**config.mk**
```make
export PLATFORM = sky130hd
export DESIGN_NAME = midpoint_line_rasterizer
export DESIGN_NICKNAME = d
export VERILOG_FILES = /design/src/mlr_pkg.sv /design/src/mlr_fifo.sv /design/src/mlr_front.sv /design/src/mlr_back.sv /design/src/midpoint_line_rasterizer.sv
export SDC_FILE = /design/constraint.sdc
export NUM_CORES = 1
export LEC_CHECK = 0
export ABC_AREA = 1
export BUFFER_PORTS_ARGS = -buffer_cell sky130_fd_sc_hd__buf_2
export CAP_MARGIN = 20
export CORE_ASPECT_RATIO = 1.1
export CORE_MARGIN = 2
export CORE_UTILIZATION = 50
export DETAILED_ROUTE_END_ITERATION = 10
export PLACE_DENSITY = 0.64
export SETUP_SLACK_MARGIN = 0.02
export SLEW_MARGIN = 15
export SYNTH_ARGS = -nofsm -noshare
export SYNTH_HDL_FRONTEND = slang
export SYNTH_SLANG_ARGS = --single-unit
```
**constraint.sdc**
```tcl
create_clock -name clk_i -period 7 [get_ports clk_i]
set_input_delay 1.4 -clock clk_i [delete_from_list [all_inputs] [get_ports clk_i]]
set_output_delay 1.4 -clock clk_i [all_outputs]
set_load 0.005 [all_outputs]
```
**src/mlr_pkg.sv**
```systemverilog
// Shared types and constants for the midpoint line rasterizer.
// No dependencies; mlr_front, mlr_back and the top level import this package.
package mlr_pkg;

  // Item function code carried on the func field.
  typedef enum logic {
    FUNC_LOAD    = 1'b0,
    FUNC_ADVANCE = 1'b1
  } func_e;

  // Depth of the command queue and of the result queue.
  localparam int unsigned QUEUE_DEPTH = 2;

endpackage

```
**src/mlr_fifo.sv**
```systemverilog
// Small synchronous queue used for the command and result words.
// Depends on nothing but its parameters; DEPTH must be at least two.
module mlr_fifo #(
  parameter int unsigned WIDTH = 8,
  parameter int unsigned DEPTH = 2
) (
  input  logic             clk_i,
  input  logic             rst_ni,
  input  logic             push_i,
  input  logic [WIDTH-1:0] data_i,
  output logic             full_o,
  input  logic             pop_i,
  output logic [WIDTH-1:0] data_o,
  output logic             empty_o
);

  localparam int unsigned PTR_W = $clog2(DEPTH);
  localparam int unsigned CNT_W = $clog2(DEPTH + 1);

  logic [WIDTH-1:0] store_q [DEPTH];
  logic [PTR_W-1:0] wr_ptr_q, wr_ptr_d;
  logic [PTR_W-1:0] rd_ptr_q, rd_ptr_d;
  logic [CNT_W-1:0] cnt_q, cnt_d;
  logic             push_ok;
  logic             pop_ok;

  // Status comes straight from the registered count.
  assign full_o  = (cnt_q == CNT_W'(DEPTH));
  assign empty_o = (cnt_q == '0);
  assign push_ok = push_i && !full_o;
  assign pop_ok  = pop_i && !empty_o;
  assign data_o  = store_q[rd_ptr_q];

  // Pointer and count updates, with wrap at the last entry.
  always_comb begin
    wr_ptr_d = wr_ptr_q;
    rd_ptr_d = rd_ptr_q;
    cnt_d    = cnt_q;
    if (push_ok) begin
      wr_ptr_d = (wr_ptr_q == PTR_W'(DEPTH - 1)) ? '0 : wr_ptr_q + PTR_W'(1);
    end
    if (pop_ok) begin
      rd_ptr_d = (rd_ptr_q == PTR_W'(DEPTH - 1)) ? '0 : rd_ptr_q + PTR_W'(1);
    end
    if (push_ok && !pop_ok) begin
      cnt_d = cnt_q + CNT_W'(1);
    end else if (pop_ok && !push_ok) begin
      cnt_d = cnt_q - CNT_W'(1);
    end
  end

  always_ff @(posedge clk_i or negedge rst_ni) begin
    if (!rst_ni) begin
      wr_ptr_q <= '0;
      rd_ptr_q <= '0;
      cnt_q    <= '0;
    end else begin
      wr_ptr_q <= wr_ptr_d;
      rd_ptr_q <= rd_ptr_d;
      cnt_q    <= cnt_d;
    end
  end

  // Storage entries need no reset.
  always_ff @(posedge clk_i) begin
    if (push_ok) begin
      store_q[wr_ptr_q] <= data_i;
    end
  end

  // The count never passes the depth.
  assert property (@(posedge clk_i) disable iff (!rst_ni) cnt_q <= CNT_W'(DEPTH))
    else $error("queue count exceeds depth");

  // A lone pop removes exactly one word.
  assert property (@(posedge clk_i) disable iff (!rst_ni)
    pop_ok && !push_ok |=> cnt_q == $past(cnt_q) - CNT_W'(1))
    else $error("queue count did not drop on pop");

  // A lone push always leaves a word to read.
  assert property (@(posedge clk_i) disable iff (!rst_ni)
    push_ok && !pop_ok |=> !empty_o)
    else $error("queue empty after push");

endmodule

```
**src/mlr_front.sv**
```systemverilog
// Front end: classifies an incoming word and works out the line setup
// for a load. Depends on mlr_pkg.
module mlr_front #(
  parameter int unsigned COORD_BITS = 11
) (
  input  logic                    func_i,
  input  logic [COORD_BITS-1:0]   start_x_i,
  input  logic [COORD_BITS-1:0]   start_y_i,
  input  logic [COORD_BITS-1:0]   end_x_i,
  input  logic [COORD_BITS-1:0]   end_y_i,
  output logic [6*COORD_BITS+9:0] cmd_o
);
  import mlr_pkg::*;

  localparam int unsigned C = COORD_BITS;

  typedef struct packed {
    func_e             func;
    logic [C-1:0]      x;
    logic [C-1:0]      y;
    logic [C-1:0]      major_end;
    logic [C+2:0]      decision;
    logic [C+1:0]      step_inc;
    logic [C:0]        hold_dec;
    logic              minor_down;
    logic              major_is_x;
    logic              active;
  } cmd_t;

  cmd_t         cmd;
  logic [C-1:0] dx, dy;
  logic         major_is_x;
  logic [C-1:0] mj0, mj1, mn0, mn1;
  logic [C-1:0] lo_mj, hi_mj, lo_mn, hi_mn;
  logic [C-1:0] dmaj, dmin;

  // Absolute deltas on both axes.
  assign dx = (end_x_i >= start_x_i) ? end_x_i - start_x_i : start_x_i - end_x_i;
  assign dy = (end_y_i >= start_y_i) ? end_y_i - start_y_i : start_y_i - end_y_i;

  // The x axis is major only when its delta is strictly larger.
  assign major_is_x = (dx > dy);

  // Map the endpoints onto major and minor axes.
  always_comb begin
    if (major_is_x) begin
      mj0  = start_x_i;
      mj1  = end_x_i;
      mn0  = start_y_i;
      mn1  = end_y_i;
      dmaj = dx;
      dmin = dy;
    end else begin
      mj0  = start_y_i;
      mj1  = end_y_i;
      mn0  = start_x_i;
      mn1  = end_x_i;
      dmaj = dy;
      dmin = dx;
    end
  end

  // Order the endpoints so that the major coordinate rises.
  always_comb begin
    if (mj0 > mj1) begin
      lo_mj = mj1;
      hi_mj = mj0;
      lo_mn = mn1;
      hi_mn = mn0;
    end else begin
      lo_mj = mj0;
      hi_mj = mj1;
      lo_mn = mn0;
      hi_mn = mn1;
    end
  end

  // Build the command word, including decision setup and increments.
  always_comb begin
    cmd.func       = func_e'(func_i);
    cmd.x          = major_is_x ? lo_mj : lo_mn;
    cmd.y          = major_is_x ? lo_mn : lo_mj;
    cmd.major_end  = hi_mj;
    cmd.decision   = {3'b000, dmaj} - {2'b00, dmin, 1'b0};
    cmd.step_inc   = {1'b0, dmaj, 1'b0} - {1'b0, dmin, 1'b0};
    cmd.hold_dec   = {dmin, 1'b0};
    cmd.minor_down = !(hi_mn > lo_mn);
    cmd.major_is_x = major_is_x;
    cmd.active     = (lo_mj != hi_mj);
  end

  assign cmd_o = cmd;

endmodule

```
**src/mlr_back.sv**
```systemverilog
// Back end: holds the line state, loads it on a load word and steps it one pixel
// per advance word while a line is in progress. Depends on mlr_pkg and the command layout of mlr_front.
module mlr_back #(
  parameter int unsigned COORD_BITS = 11
) (
  input  logic                    clk_i,
  input  logic                    rst_ni,
  input  logic                    cmd_valid_i,
  input  logic [6*COORD_BITS+9:0] cmd_i,
  output logic                    cmd_take_o,
  input  logic                    res_full_i,
  output logic                    res_push_o,
  output logic [2*COORD_BITS+1:0] res_o
);
  import mlr_pkg::*;

  localparam int unsigned C = COORD_BITS;

  typedef struct packed {
    func_e             func;
    logic [C-1:0]      x;
    logic [C-1:0]      y;
    logic [C-1:0]      major_end;
    logic [C+2:0]      decision;
    logic [C+1:0]      step_inc;
    logic [C:0]        hold_dec;
    logic              minor_down;
    logic              major_is_x;
    logic              active;
  } cmd_t;

  typedef struct packed {
    logic [C-1:0] x;
    logic [C-1:0] y;
    logic         valid;
    logic         last;
  } res_t;

  cmd_t         cmd;
  res_t         res;
  logic         take;

  logic [C-1:0] cur_x_q, cur_x_d;
  logic [C-1:0] cur_y_q, cur_y_d;
  logic [C-1:0] major_end_q, major_end_d;
  logic [C+2:0] decision_q, decision_d;
  logic [C+1:0] step_inc_q, step_inc_d;
  logic [C:0]   hold_dec_q, hold_dec_d;
  logic         minor_down_q, minor_down_d;
  logic         major_is_x_q, major_is_x_d;
  logic         active_q, active_d;

  logic [C-1:0] mj, mn, mj_nxt, mn_nxt;
  logic         dec_neg;

  assign cmd        = cmd_t'(cmd_i);
  assign take       = cmd_valid_i && !res_full_i;
  assign cmd_take_o = take;
  assign res_push_o = take;
  assign res_o      = res;

  // One step of the midpoint walk on the registered state.
  assign mj      = major_is_x_q ? cur_x_q : cur_y_q;
  assign mn      = major_is_x_q ? cur_y_q : cur_x_q;
  assign dec_neg = decision_q[C+2];
  assign mj_nxt  = mj + C'(1);
  always_comb begin
    if (!dec_neg) begin
      mn_nxt = mn;
    end else if (minor_down_q) begin
      mn_nxt = mn - C'(1);
    end else begin
      mn_nxt = mn + C'(1);
    end
  end

  // Next state for a load, an advance, or an advance while idle.
  always_comb begin
    cur_x_d      = cur_x_q;
    cur_y_d      = cur_y_q;
    major_end_d  = major_end_q;
    decision_d   = decision_q;
    step_inc_d   = step_inc_q;
    hold_dec_d   = hold_dec_q;
    minor_down_d = minor_down_q;
    major_is_x_d = major_is_x_q;
    active_d     = active_q;
    if (take) begin
      if (cmd.func == FUNC_LOAD) begin
        cur_x_d      = cmd.x;
        cur_y_d      = cmd.y;
        major_end_d  = cmd.major_end;
        decision_d   = cmd.decision;
        step_inc_d   = cmd.step_inc;
        hold_dec_d   = cmd.hold_dec;
        minor_down_d = cmd.minor_down;
        major_is_x_d = cmd.major_is_x;
        active_d     = cmd.active;
      end else if (active_q) begin
        cur_x_d    = major_is_x_q ? mj_nxt : mn_nxt;
        cur_y_d    = major_is_x_q ? mn_nxt : mj_nxt;
        decision_d = dec_neg ? decision_q + {1'b0, step_inc_q}
                             : decision_q - {2'b00, hold_dec_q};
        active_d   = (mj_nxt != major_end_q);
      end
    end
  end

  // Result word: the pixel after the update, or zeros when idle.
  always_comb begin
    if (cmd.func == FUNC_LOAD || active_q) begin
      res.x     = cur_x_d;
      res.y     = cur_y_d;
      res.valid = 1'b1;
      res.last  = !active_d;
    end else begin
      res.x     = '0;
      res.y     = '0;
      res.valid = 1'b0;
      res.last  = 1'b0;
    end
  end

  always_ff @(posedge clk_i or negedge rst_ni) begin
    if (!rst_ni) begin
      cur_x_q      <= '0;
      cur_y_q      <= '0;
      major_end_q  <= '0;
      decision_q   <= '0;
      step_inc_q   <= '0;
      hold_dec_q   <= '0;
      minor_down_q <= 1'b0;
      major_is_x_q <= 1'b1;
      active_q     <= 1'b0;
    end else begin
      cur_x_q      <= cur_x_d;
      cur_y_q      <= cur_y_d;
      major_end_q  <= major_end_d;
      decision_q   <= decision_d;
      step_inc_q   <= step_inc_d;
      hold_dec_q   <= hold_dec_d;
      minor_down_q <= minor_down_d;
      major_is_x_q <= major_is_x_d;
      active_q     <= active_d;
    end
  end

  // A line can only start through a load.
  assert property (@(posedge clk_i) disable iff (!rst_ni)
    $rose(active_q) |-> $past(take) && $past(cmd.func) == FUNC_LOAD)
    else $error("line became active without a load");

  // An advance while idle changes no pixel state.
  assert property (@(posedge clk_i) disable iff (!rst_ni)
    take && cmd.func == FUNC_ADVANCE && !active_q |=>
      $stable(cur_x_q) && $stable(cur_y_q) && !active_q)
    else $error("idle advance changed the state");

  // The last flag is raised only on a real pixel.
  assert property (@(posedge clk_i) disable iff (!rst_ni)
    take && res.last |-> res.valid)
    else $error("last flag on an invalid result");

endmodule

```
**src/midpoint_line_rasterizer.sv**
```systemverilog
// Top level of the midpoint line rasterizer: command queue, setup front end,
// stepping back end and result queue. Depends on mlr_pkg and all src modules.
//
// Usage: push a load word (func 0) with two endpoints to get the first pixel
// of a segment, then one advance word (func 1) per further pixel; the pixel
// that reaches the far end of the major axis comes out with last set, and an
// advance with no line in progress returns a word with pixel_valid low and
// zero coordinates. A load at any time drops the line in progress. Every
// accepted word yields exactly one result word, in order. The block takes one
// word per clock and returns one per clock while results are popped; a word is
// registered in the command queue and its result in the result queue before
// it shows on the result ports. The pace is set by the back end, which updates
// the decision value and the current pixel on each taken advance word, with a
// two-word queue on each side so input and output stall independently.
module midpoint_line_rasterizer #(
  parameter int unsigned COORD_BITS = 11
) (
  input  logic                  clk_i,
  input  logic                  rst_ni,
  input  logic                  push,
  output logic                  full,
  input  logic                  func_i,
  input  logic [COORD_BITS-1:0] start_x_i,
  input  logic [COORD_BITS-1:0] start_y_i,
  input  logic [COORD_BITS-1:0] end_x_i,
  input  logic [COORD_BITS-1:0] end_y_i,
  output logic                  empty,
  input  logic                  pop,
  output logic [COORD_BITS-1:0] pixel_x_o,
  output logic [COORD_BITS-1:0] pixel_y_o,
  output logic                  pixel_valid_o,
  output logic                  last_o
);
  import mlr_pkg::*;

  localparam int unsigned CMD_W = 6 * COORD_BITS + 10;
  localparam int unsigned RES_W = 2 * COORD_BITS + 2;

  logic [CMD_W-1:0] cmd_in;
  logic [CMD_W-1:0] cmd_out;
  logic             cmd_empty;
  logic             cmd_take;
  logic [RES_W-1:0] res_in;
  logic [RES_W-1:0] res_out;
  logic             res_full;
  logic             res_push;

  // Setup for a load is worked out before the word enters the queue.
  mlr_front #(
    .COORD_BITS(COORD_BITS)
  ) u_front (
    .func_i   (func_i),
    .start_x_i(start_x_i),
    .start_y_i(start_y_i),
    .end_x_i  (end_x_i),
    .end_y_i  (end_y_i),
    .cmd_o    (cmd_in)
  );

  // Command queue between front and back.
  mlr_fifo #(
    .WIDTH(CMD_W),
    .DEPTH(QUEUE_DEPTH)
  ) u_cmd_fifo (
    .clk_i  (clk_i),
    .rst_ni (rst_ni),
    .push_i (push),
    .data_i (cmd_in),
    .full_o (full),
    .pop_i  (cmd_take),
    .data_o (cmd_out),
    .empty_o(cmd_empty)
  );

  // Line stepper.
  mlr_back #(
    .COORD_BITS(COORD_BITS)
  ) u_back (
    .clk_i      (clk_i),
    .rst_ni     (rst_ni),
    .cmd_valid_i(!cmd_empty),
    .cmd_i      (cmd_out),
    .cmd_take_o (cmd_take),
    .res_full_i (res_full),
    .res_push_o (res_push),
    .res_o      (res_in)
  );

  // Result queue toward the consumer.
  mlr_fifo #(
    .WIDTH(RES_W),
    .DEPTH(QUEUE_DEPTH)
  ) u_res_fifo (
    .clk_i  (clk_i),
    .rst_ni (rst_ni),
    .push_i (res_push),
    .data_i (res_in),
    .full_o (res_full),
    .pop_i  (pop),
    .data_o (res_out),
    .empty_o(empty)
  );

  // Result word layout: x, y, valid, last from the top bit down.
  assign pixel_x_o     = res_out[RES_W-1 -: COORD_BITS];
  assign pixel_y_o     = res_out[COORD_BITS+1 -: COORD_BITS];
  assign pixel_valid_o = res_out[1];
  assign last_o        = res_out[0];

endmodule
```
# == Word-level counts from Yosys, hierarchy flattened ==
# Memories as Yosys holds them, arrays and structs flattened.
# Cells that the tools add are included.
# op_classes
n_addsub,19
mul,0
div,0
magnitude_cmp,5
n_eq_ne,5
n_shift,0
mux,45
n_bitwise,1
n_reduce_logical,26
# ops
op,count
$mux W11,26
$sub A11 B11 Y11,4
$mux W14,3
$gt A11 B11 Y1,3
$mux W24,1
$add A11 B1 Y11 const B,2
$ge A11 B11 Y1,2
$ne A11 B11 Y1,2
$add A14 B13 Y14,1
$sub A14 B12 Y14,1
$sub A11 B12 Y13,1
$sub A12 B12 Y13,1
$mux W1,11
$sub A11 B1 Y11 const B,1
$logic_not A1 Y1,10
$logic_and A1 B1 Y1,9
$mux W2,4
$add A1 B1 Y1 const B,4
$add A2 B1 Y2 const B,2
$eq A2 B2 Y1 const B,2
$logic_not A2 Y1,2
$reduce_and A2 Y1,2
$reduce_bool A2 Y1,2
$sub A2 B1 Y2 const B,2
3 further kinds,3
# word_totals
ff_bits,83
latchBits,0
mem_bits_rw,198
romBits,0
in_bits,49
out_inout_bits,26
word_cells,118
n_memories,2
# memory_table
memory,words,word_bits,rd,rd_ports_with_merged_regs,wr,line_no,rtl
u_cmd_fifo.store_q,2,75,1,0,1,mlr_fifo.sv:20,logic [WIDTH-1:0] store_q [DEPTH];
u_res_fifo.store_q,2,24,1,0,1,mlr_fifo.sv:20,

# == Longest topological paths before layout ==
# Gate-level depths: netlist of run 1.
# depth
depth_word,9
mapped_depth,49
ltp_nobuf,45

# == By module ==
# From an unflattened synthesis of run 1, not the netlist that was laid out.
# unflattened
hier_cells,2532
area_unflattened_um2,19160.9
# by_module_without_submodules
mod,n_inst,cells_per_inst,area_each_um2,seq_area_each_um2
mlr_back,1,881,5778.0,1878.1
mlr_fifo (u_cmd_fifo),1,429,5775.5,4664.5
mlr_front,1,1064,5617.9,0.0
mlr_fifo (u_res_fifo),1,157,1985.7,1541.5
midpoint_line_rasterizer,1,1,3.8,0.0

# == Worst setup path before layout of run 1 ==
# OpenSTA, ideal clock, no wires.
# synth_path
path_kind,input -> register
start,input start_y_i[2]
end,"memory u_cmd_fifo.store_q[0][2] in the netlist's numbering, data pin"
setup_ns,0.270
t_arrival_ns,6.953
required_ns,6.730
path_slack_ns,-0.223
stages,43
path_buffers,5
path_cell_list,inv_1 -> ha_1 -> buf_4 -> nand2_1 -> nor2_1 -> nand3_1 -> nand2_1 -> a21oi_1 -> nand2_1 -> inv_1 -> nand2_1 -> nand2_1 -> xor2_1 -> ha_1 -> a21o_1 -> nor2_1 -> nand3_4 -> nand2_4 -> [... 7 more ...] -> a21o_1 -> nand2_1 -> nand2_1 -> nand2_1 -> nand2_1 -> nand2_2 -> nand2_4 -> nand2_4 -> buf_2 -> o21ai_0 -> ha_1 -> inv_1 -> o31ai_1 -> a31oi_1 -> o21ai_0 -> a221oi_1 -> o21ai_0 -> o21ai_0
# synth_via
elab_chain_cells,8
elab_cells_between_ends,14
cone_classes,add/sub (2); order compare (4); mux (7); reduce/logical (1)
# synth_rtl
item,line_no,rtl
start: declaration,midpoint_line_rasterizer.sv:24,"input logic [COORD_BITS-1:0] start_y_i,"
$sub A11 B11 Y11 / $ge A11 B11 Y1 (equally long branches),mlr_front.sv:39,assign dy = (end_y_i >= start_y_i) ? end_y_i - start_y_i : start_y_i - end_y_i;
$mux W11,mlr_front.sv:39,
$gt A11 B11 Y1,mlr_front.sv:42,assign major_is_x = (dx > dy);
$mux W11,mlr_front.sv:46,if (major_is_x) begin
$gt A11 B11 Y1,mlr_front.sv:65,if (mj0 > mj1) begin
$mux W11,mlr_front.sv:65,
$gt A11 B11 Y1 (*),mlr_front.sv:87,cmd.minor_down = !(hi_mn > lo_mn);
$logic_not A1 Y1 (*),mlr_front.sv:87,
named net cmd_in[2],midpoint_line_rasterizer.sv:39,logic [CMD_W-1:0] cmd_in;
end: declaration,mlr_fifo.sv:20,
# The timed path passes the listed nets; every way through them passes the cells marked *.

# == Final worst setup path of run 1 ==
# layout_path
start,input start_x_i[3]
end,"memory u_cmd_fifo.store_q[0][2] in the netlist's numbering, data pin"
# layout_via
elab_chain_cells,8
elab_cells_between_ends,14
cone_classes,add/sub (2); order compare (4); mux (7); reduce/logical (1)
# layout_rtl
item,line_no,rtl
start: declaration,midpoint_line_rasterizer.sv:23,"input logic [COORD_BITS-1:0] start_x_i,"
$sub A11 B11 Y11 / $ge A11 B11 Y1 (equally long branches),mlr_front.sv:38,assign dx = (end_x_i >= start_x_i) ? end_x_i - start_x_i : start_x_i - end_x_i;
$mux W11,mlr_front.sv:38,
$gt A11 B11 Y1,mlr_front.sv:42,
$mux W11,mlr_front.sv:46,
$gt A11 B11 Y1,mlr_front.sv:65,
$mux W11,mlr_front.sv:65,
$gt A11 B11 Y1 (*),mlr_front.sv:87,
$logic_not A1 Y1 (*),mlr_front.sv:87,
named net cmd_in[2],midpoint_line_rasterizer.sv:39,
# Marked as above.

==> impl_metrics.yaml, run 1 <==
setup_path:
  crit_path_max_fanout: 17
  crit_family: "simple AND/OR/NAND/NOR gates"
  setup.worst_path.end_class: "flop"
  crit_top_cell: "nand2_1"
  slowest_stage: "ha_1"
  critPathBufInv: 8
  cp-start-kind: "primary input"
  slowest_delay_ns: 0.40
  crit_required_ns: 7.30
  crit_type: "primary input to flop"
  arrival_ns: 6.82
yosys:
  synth_ff_type: "edfxtp_1"
  synthesis.nets: 2450
  yosys.area.top_type: "edfxtp_1"
  synth-compound-area-share_pct: 11.9
  async_reset_ff_share_pct: 29.4
  synthAdderAreaFrac_pct: 8.35
  synthXorXnorAreaFrac_pct: 3.89
  synth_top_family_by_area: "simple AND/OR/NAND/NOR gates"
  synthesis.area_um2: 18000
  synth_area_leaders: "edfxtp_1, nand2_1, dfrtp_1, ha_1, inv_1"
  ys_seq_area_share_pct: 43.2
  synth_edf_count: 192
  yosys.area_share.simple_pct: 25.2
  ys_seq_elements: 272
  synth_cell_types: 54
  synth_area_per_cell_um2: 7.88
  synth_top_area_share_pct: 32.0
  syn_inst: 2285
  synthMuxAreaShare_pct: 0.222
  ys_warn_count: 0
route:
  post_drt_wl_per_cell_um: 17.0
  wl_um: 52300
  vias: 16300
  drt_iter0_drc: 1233
  drtPass1Iterations: 6
  viasPerCell: 5.28
  ant_nets: 0
  drc: 0
finish:
  n_antenna_cell: 0
  final_cells: 3085
  final-seq-area_um2: 7770
  mostFrequentLayoutCells: "nand2_1, buf_4, inv_1"
  area_delta_synth_final_pct: 21.8
  mostFrequentLayoutCell: "nand2_1"
  final_core_util_pct: 62.1
  nets: 2748
  drive_gt1_share_pct: 18.6
  fill_cells: 3232
  multi_input_area_um2: 9140
sta:
  worst_slew_pin_slew_ns: 1.07
  timing.final.crit_share_pct: 93.2
  holdWs_ns: 0.481
  hold_violations: 0
  setup_violations: 0
  rsz0062_at_grt: "false"
  fmax_mhz: 153
  clock_skew_ns: 0.0307
  min_period_ns: 6.52
  tns_ns: 0
  drv_slew: 0
  slew_headroom_pct: 28.6
clock_tree:
  clk_pin_slew_ns: 0.06
  htreeDepth: 1
  cts_hold_buf: 0
  clock_sinks: 272
  clock_latency_ns: 0.56
  tritoncts: "yes"
  cts-root-buf: "clkbuf_16"
  cts_buffers: 27
  cts_buffer_depth: 3
placed_design:
  dp_cells: 3031
  portBuffers: 74
  hpwl_um: 40600
  gp_congestion: 0.996
global_route:
  grt_pass1_vias: 15200
  overflow: 0
  antenna_found_initial: 0
  grt_max_degree: 74
  grt_pass1_wl_um: 81300
  grt_usage_pct: 27.8
outcome:
  outcome: "complete, no violations"
floorplanning:
  die_width_um: 185
  start_util_pct: 51.0
  num_rows: 72
  core_um2: 35300
  io_pins: 75
  die-area_um2: 37500
  die_h_um: 203
hold_path:
  hold_class: "flop to flop"
flow_run:
  maxCapViolCount: 0
==> timing repair <==
item | 4_1_cts | 5_1_grt
setup endpoints to repair | 0 | 2
resized for setup | 0 | 43
buffers inserted | 0 | 2
endpoints found under the hold margin | 0 | 0
==> tightest hold or removal path: stages, from the launching register on <==
cell and delay [ns]:
edfxtp_1 0.35, nand2_1 0.08, a31oi_1 0.08
==> cell usage after synthesis (2+ instances only) <==
cell type,number
ha_1,109
nand3b_1,3
a31oi_1,50
mux2i_1,4
a21o_1,3
or2_2,7
fa_1,7
or2_1,4
a21oi_1,102
xnor2_1,20
o211ai_1,11
o2111ai_1,3
buf_2,31
buf_1,8
edfxtp_1,192
inv_2,9
o21bai_1,5
nand3_1,160
nor2_1,145
o21ai_1,14
nand2_4,3
a311oi_1,5
dfrtp_1,79
a211oi_1,10
nor3_1,9
nand2_1,733
nand4_1,17
o21ai_2,4
nand2_2,7
xor2_1,60
a22o_1,2
clkbuf_1,41
a22oi_1,4
o22ai_1,3
o21ai_0,159
inv_1,229
and2_1,7
buf_6,4
nand3_2,2
buf_4,6
==> cells by family after synthesis <==
group / after synthesis
multiplexers: 4
adder cells (fa/ha/maj): 116
flip-flops: 272
XOR/XNOR: 80
AO/OA/AOI/OAI: 382
AND/OR/NAND/NOR: 1102
buffers and inverters: 329
==> registers in the layout, summed over array words and instances, names as in the netlist, 11 cells and up <==
name	flops
u_cmd_fifo.store_q	144
u_res_fifo.store_q	48
u_back.decision_q	13
u_back.step_inc_q	12
u_back.cur_x_q	11
u_back.cur_y_q	11
u_back.hold_dec_q	11
u_back.major_end_q	11
==> worst paths after layout <==
path	start	endpoint	slack [ns]	depth (start not counted)
min	u_cmd_fifo.store_q[1][1]	u_back.major_is_x_q	0.48	2
min reg2reg	u_cmd_fifo.store_q[1][1]	u_back.major_is_x_q	0.48	2
max in group asynchronous	rst_ni	u_back.decision_q[1]	5.05	2
max	start_x_i[3]	u_cmd_fifo.store_q[0][2]	0.48	39
max reg2reg	u_back.major_is_x_q	u_res_fifo.store_q[0][23]	3.09	16
min in group asynchronous	rst_ni	u_back.minor_down_q	0.76	1
==> through the flow <==
step | setup slack (ns) | area, µm²
after detailed placement | -0.384 | 20800
after global routing | 0.0246 | 21900
after global placement | -0.362 | 20800
after CTS | 0.181 | 21700
final | 0.478 | 21900
after floorplan | 0.0206 | 18100
==> final cells by class <==
| cell class | instances | share of cell area, % |
|---|---|---|
| multi-input cells | 1684 | 41.7 |
| flip-flops and latches | 272 | 35.4 |
| repair buffers | 359 | 11.8 |
| inverters | 239 | 4.09 |
| clock buffers | 34 | 3.34 |
| well taps | 481 | 2.75 |
| clock inverters | 16 | 0.879 |
==> metal layers <==
| metal | wire length (µm) | GRT usage, % | vias up |
|---|---|---|---|
| met5 | 0 | 0 | - |
| met4 | 1010 | 6.15 | 0 |
| met3 | 2680 | 2.19 | 51 |
| met2 | 25200 | 47.7 | 445 |
| met1 | 23500 | 38.4 | 7593 |
| li1 | - | - | 8188 |
Power of run 1 is not shown: default switching activity piles up to over one toggle a cycle in this logic, so the estimate is an artifact.
==> inputs of run 2 (changes only) <==
SETUP_SLACK_MARGIN = 0.5   (was 0.02)
==> run 2 against run 1 <==
  * Worst setup slack improved by 0.26 ns
  * Register-to-register slack worse by 0.06 ns
  * Die area unchanged
  * Flip-flop and latch count is the same
  * Hold slack improved by 0.0013 ns
  * Sequential share of layout area fell by 1.8 points
  * Core utilization is 3.4 points higher
  * First-iteration DRC count fell by 5.4%
  * Design area increased by 5.5%
  * Non-clock buffer count is 11 higher
  * Critical path type unchanged
==> impl_metrics.yaml, run 2 (synthesis results as in run 1) <==
finish:
  area_delta_synth_final_pct: 28.4
  nets: 2764
  drive_gt1_share_pct: 25.3
  n_antenna_cell: 0
  mostFrequentLayoutCell: "nand2_1"
  largest_register_ffs: 144
  largestRegisters: "u_cmd_fifo.store_q x144, u_res_fifo.store_q x48, u_back.decision_q x13"
  top_register: "u_cmd_fifo.store_q"
  mostFrequentLayoutCells: "nand2_1, buf_4, inv_1"
route:
  ant_nets: 0
  drtPass1Iterations: 5
  post_drt_wl_per_cell_um: 17.1
  viasPerCell: 5.33
  wl_um: 53000
  vias: 16500
  drt_iter0_drc: 1167
  drc: 0
global_route:
  overflow: 0
  grt_max_degree: 73
  grt_pass1_vias: 15600
  grt_usage_pct: 27.9
  antenna_found_initial: 0
  grt_pass1_wl_um: 82300
clock_tree:
  cts_buffer_depth: 3
  clock_latency_ns: 0.57
  cts_hold_buf: 0
  clock_sinks: 272
  cts_buffers: 28
  tritoncts: "yes"
  cts-root-buf: "clkbuf_16"
  htreeDepth: 1
  clk_pin_slew_ns: 0.06
setup_path:
  setup.worst_path.end_class: "flop"
  arrival_ns: 6.57
  r2r_start: "u_back.major_is_x_q"
  slowest_stage: "o21ai_0"
  cp-start-kind: "primary input"
  slowest_delay_ns: 0.38
  crit_path_max_fanout: 8
  crit_required_ns: 7.31
  timing.rr.end: "u_res_fifo.store_q[0][12]"
  reg2reg_depth: 16
  crit_type: "primary input to flop"
  reg2reg_setup_slack_ns: 3.03
  critPathLaunch: "start_y_i[2]"
sta:
  rsz0062_at_grt: "true"
  hold_violations: 0
  drv_slew: 0
  worst_slack_ns: 0.740
  min_period_ns: 6.26
  slew_headroom_pct: 31.8
  fmax_mhz: 160
  setup_violations: 0
  clock_skew_ns: 0.0315
  worst_slew_pin_slew_ns: 1.02
  timing.final.crit_share_pct: 89.4
floorplanning:
  core_um2: 35300
  io_pins: 75
  die_h_um: 203
  start_util_pct: 51.0
  die-area_um2: 37500
  num_rows: 72
  die_width_um: 185
placed_design:
  pre_cts_slack_ns: -0.205
  gp_congestion: 0.955
  portBuffers: 74
  hpwl_um: 39900
hold_path:
  hold_start: "u_cmd_fifo.store_q[1][1]"
  worstHoldEndpoint: "u_back.major_is_x_q"
  hold_class: "flop to flop"
  worstHoldPathCells: 2
flow_run:
  maxCapViolCount: 0
outcome:
  outcome: "complete, no violations"
run 2: cell count changes in the layout (fill, tap and decap cells not counted), sizes merged:
| cell | before | now |
|---|---|---|
| bufinv | 4 | 2 |
| inv | 241 | 240 |
| buf | 357 | 366 |
| clkinv | 9 | 16 |
| nand2 | 743 | 747 |
run 2: worst max path at each step:
stage | endpoint | slack [ns] | cells past startpoint
5_1_grt | u_cmd_fifo.store_q[0][2] | 0.39 | 41
3_5_place_dp | u_cmd_fifo.store_q[0][2] | -0.20 | 39
3_3_place_gp | u_cmd_fifo.store_q[0][2] | -0.07 | 40
4_1_cts | u_cmd_fifo.store_q[0][2] | 0.50 | 39
6_report | u_cmd_fifo.store_q[0][2] | 0.74 | 44
2_1_floorplan | u_cmd_fifo.store_q[0][2] | 0.37 | 46
run 2: per-stage QoR:
stage	hold slack [ns]	cell area, µm²	cells	TNS, ns	util, %
floorplan	0.455	18500	2285	0	-
global placement	0.471	21000	3023	-0.137	59.6
detailed placement	0.477	21000	3023	-0.410	59.6
CTS	0.489	22000	3077	0	62.2
global route	0.524	23100	3102	0	65.5
finish	0.482	23100	3102	0	65.5
run 2: layer usage:
metal | part of all wire, % | up-vias | global-route usage, % | routed length [µm]
met3 | 5.1 | 111 | 2.12 | 2710
met1 | 44 | 7653 | 38.0 | 23100
met4 | 4.1 | 0 | 9.89 | 2180
li1 | - | 8244 | - | -
met5 | 0 | - | 0 | 0
met2 | 47 | 511 | 46.8 | 25000
run 2: cell type report:
type | count | area (µm²)
sequential | 272 | 7770
timing repair buffer | 370 | 2760
inverter | 239 | 925
fill | 3025 | 12200
clock inverter | 20 | 176
tap | 481 | 602
multi-input combinational | 1688 | 10200
clock buffer | 32 | 726
run 2: what timing repair did:
action | in CTS | in global routing
endpoints found under the hold margin | 0 | 0
pin swaps | 2 | 94
gates resized for setup | 7 | 221
cloned | 0 | 6
setup buffers | 2 | 19
endpoints found under the setup margin | 2 | 6
run 2: worst max-delay path: cells and delay by family:
kind	cells	cell delay (ns)
compound gates	10	1.50
xor+xnor	1	0.16
fa+ha+maj	4	1.09
buf+inv	8	0.80
simple gates	21	1.63
Power of run 2 is left out for the same reason.
